File: src/design/arsl_ram.sv
`timescale 1ns / 1ps
module arsl_ram #(
  parameter int WIDTH = 8,
  parameter int DEPTH = 16,
  localparam int AW = $clog2(DEPTH)
) (
  input  logic             clk,
  input  logic             wr_en,
  input  logic [AW-1:0]    wr_addr,
  input  logic [WIDTH-1:0] wr_data,
  input  logic             rd_en,
  input  logic [AW-1:0]    rd_addr,
  output logic [WIDTH-1:0] rd_data
);

  logic [WIDTH-1:0] mem [DEPTH];
  logic [WIDTH-1:0] rd_data_r;

  always_ff @(posedge clk) begin
    if (wr_en) begin
      mem[wr_addr] <= wr_data;
    end
    if (rd_en) begin
      rd_data_r <= mem[rd_addr];
    end
  end

  assign rd_data = rd_data_r;

endmodule

File: config.mk
export PLATFORM = sky130hd
export DESIGN_NAME = arsl_ram
export DESIGN_NICKNAME = d
export VERILOG_FILES = /design/src/design/arsl_ram.sv
export SDC_FILE = /design/constraint.sdc
export NUM_CORES = 1
export LEC_CHECK = 0
export BUFFER_PORTS_ARGS = -buffer_cell sky130_fd_sc_hd__clkbuf_2
export CORE_MARGIN = 1.5
export CORE_UTILIZATION = 65
export DETAILED_ROUTE_END_ITERATION = 7
export GPL_ROUTABILITY_DRIVEN = 0
export PLACE_DENSITY = 0.83
export SETUP_SLACK_MARGIN = 0.05
export SYNTH_ARGS = -nofsm -noshare
export SYNTH_HDL_FRONTEND = slang
export SYNTH_SLANG_ARGS = --single-unit
File: constraint.sdc
create_clock -name clk -period 3.65 [get_ports clk]
set_input_delay 0.9125 -clock clk [delete_from_list [all_inputs] [get_ports clk]]
set_output_delay 0.9125 -clock clk [all_outputs]
set_load 0.05 [all_outputs]
==> flow_summary.toml <==
[timing]
finalHoldViolCount = 0
setup_violations = 0
final_critical_path_setup_slack_ns = 1.22
min_period_over_period_pct = 66.7
worst_pin_slew_ns = 1.01
finalWorstPathRequiredPeriod_ns = 2.43
clock.fmax_mhz = 411
setup_skew_after_layout_ns = 0.00654
unrepaired_setup_endpoints_after_global_routing = "no"
max_slew_violations = 0
tns_ns = 0
maxSlewHeadroom_pct = 32.6

[clock_tree]
max-clock-path-buffers = 2
tritoncts = "built"
clock_sinks = 136
clockRootBuffer = "clkbuf_8"
clock_input_transition_at_the_sequential_cells_of_the_worst_setup_and_hold_paths_ns = 0.06
htree_num_levels = 4
cts-buffers-inserted = 17
worst_skew_pair.late_latency_ns = 0.51
holdBufCountCts = 0
cts_resized = 0
cts_post_setup_buffers_inserted = 0

[synthesis]
post_synth_instance_area_um2 = 5230
synth_nets = 248
top_cell_type_by_total_area_after_synthesis = "edfxtp_1"
postSynthAreaPerCell_um2 = 22.8
yosysUniqueCellTypes = 18
yosys.area.top_type_share_pct = 78.1
ys_warn_count = 0
synth_area_leaders = "edfxtp_1 (78%), mux4_2 (7.8%), mux4_1 (7.0%)"
netlist_instances = 229
synth-seq-area-share_pct = 78.1
number_of_synthesized_register_bits = 136

[worst_setup_path]
setup.reg_to_reg.worst_slack_ns = 2.12
critical_path.top_delay_family = "buffers and inverters"
timing.critical_path.depth = 5
crit_buf_inv = 2
cp-startpoint = "rd_addr[0]"
start_kind = "input pin"
worst_path_max_delay_cell = "mux4_1"
crit_required_ns = 3.90
worst_ep_arrival_time_ns = 2.69
critical_path.reg2reg.endpoint = "rd_data[1]"
worstSetupEndpoint = "rd_data[1]"
critPathMaxStageDelay_ns = 0.58
cp_cell_sequence = "clkbuf_2 > buf_4 > mux4_1 > a22oi_1 > nand2_1"
r2r-start = "mem[0][1]"
r2r_cells = 3
critPathMaxFanout = 15
critical_path.endpoint_type = "flop"
worst-setup-path-type = "in -> reg"

[layout]
finalInstanceArea_um2 = 6090
diodes = 0
drive_gt1_share_pct = 27.9
num-nets-final = 289
area.growth.synth_to_final_pct = 16.5
final_common_cell = "edfxtp_1"
final-seq-area_um2 = 4080
multi_input_comb_area_um2 = 1060
fill_cells = 391
fin_util_pct = 78.4
most_frequent_cells_in_the_layout = "edfxtp_1 (136), clkbuf_2 (26), mux4_2 (18)"

[drt]
total_iterations_of_the_first_detailed_routing_run = 5
finalWirelength_um = 10300
avgRoutedWirePerCell_um = 26.7
drtIter0Drc = 321
drcViolationCount = 0
viasPerCell = 6.49
vias = 2500
ant_nets = 0

[power]
power_switching_share_pct = 19.5
switching_power_mw = 0.743
overall_power_consumption_mw = 3.80
cell_int_power_mw = 3.06
leakagePower_nw = 2.06
clock_network_fraction_of_total_power_pct = 48.7
power_density_nw_per_um2 = 625
largest_voltage_drop_on_the_vdd_net_v = 0.000587
share_seq_of_total_power_pct = 46.6
power.share.combinational_pct = 4.7

[global_routing]
via_count_of_the_first_global_routing_pass = 2621
grt_antenna_before_repair = 0
grt_overflow = 0
grt_use_total_pct = 26.5
largest_net_degree_at_the_start_of_global_routing = 33
grt_first_pass_wirelength_um = 15300

[placed_design]
pre_cts_ws_ns = 0.721
dp_wirelength_um = 5890
place_area_um2 = 5440
buffer_ports.inserted = 26

[die]
die_area_um2 = 8590
core_um2 = 7770
die_x_um = 92.7
core.rowCount = 32
floorplan.io_pins = 27
die_height_um = 92.7
initial_core_utilization_pct = 67.3

[worst_hold_path]
hp-class = "reg -> reg"

[flow_run]
drv_cap = 0

[outcome]
status = "finished, final reports clean"
[worst register-to-register path, stage by stage, from the launching register on]
cell and delay [ns]:
edfxtp_1 0.39, mux4_1 0.51, a22oi_1 0.28, nand2_1 0.10
[synthesized netlist by cell type]
cell,n
nand2_1,9
or3b_2,1
nand2b_1,2
and2b_1,1
buf_6,3
mux4_2,18
and2_1,1
nor3_1,4
buf_2,3
nand3b_1,2
nand3_1,1
clkdlybuf4s25_2,3
edfxtp_1,136
buf_4,1
nor2_1,13
a22oi_1,16
nor2b_1,1
mux4_1,14
[power groups by stage]
stage               sequential [mW]  combinational (mW)  clock, mW
floorplan                      1.83              0.0888          0
global placement               1.80               0.170          0
detailed placement             1.80               0.176          0
CTS                            1.77               0.180       1.86
global route                   1.77               0.191       1.93
finish                         1.77               0.180       1.85
[logic make-up (layout without fill, tap and decap cells)]
group / after synthesis / count (layout) / share of synthesized area, %
multiplexers: 32 / 32 / 14.8
buffers and inverters: 10 / 64 / 1.65
AND/OR/NAND/NOR: 35 / 35 / 3.14
flip-flops: 136 / 136 / 78.1
AO/OA/AOI/OAI: 16 / 16 / 2.30
[registers in the layout (all words and copies together), names as in the netlist]
signal / flops
rd_data: 8
mem: 128
[layer usage]
metal  up-vias  global-route usage [%]  wire length [um]  part of all wire, %
met5         -                       0                 0                    0
met3         8                    8.05               686                  6.7
met1      1292                    35.3              4130                   40
li1       1069                       -                 -                    -
met4         0                    8.84                78                 0.76
met2       131                    42.8              5380                   52
[worst min path at each step]
stage          slack [ns]  cells past startpoint       start         end
6_report             0.75                      3  mem[13][0]  rd_data[0]
5_1_grt              0.77                      3  mem[11][0]  rd_data[0]
4_1_cts              0.76                      3  mem[13][0]  rd_data[0]
3_5_place_dp         0.74                      3  mem[13][0]  rd_data[0]
3_3_place_gp         0.73                      3  mem[14][3]  rd_data[3]
2_1_floorplan        0.70                      3   mem[7][0]  rd_data[0]
[stage by stage]
stage / cells / hold WS (ns)
after global placement: 353 / 0.729
final: 385 / 0.753
after floorplan: 229 / 0.705
after detailed placement: 353 / 0.744
after CTS: 385 / 0.759
after global routing: 385 / 0.772
[final cells by class]
cell class / count / share of cell area [%]
clock buffers: 17 / 6.80
flip-flops and latches: 136 / 67.1
multi-input cells: 83 / 17.4
well taps: 102 / 2.10
repair buffers: 32 / 2.88
clock inverters: 15 / 3.78
(Power assumes the default switching activity.)
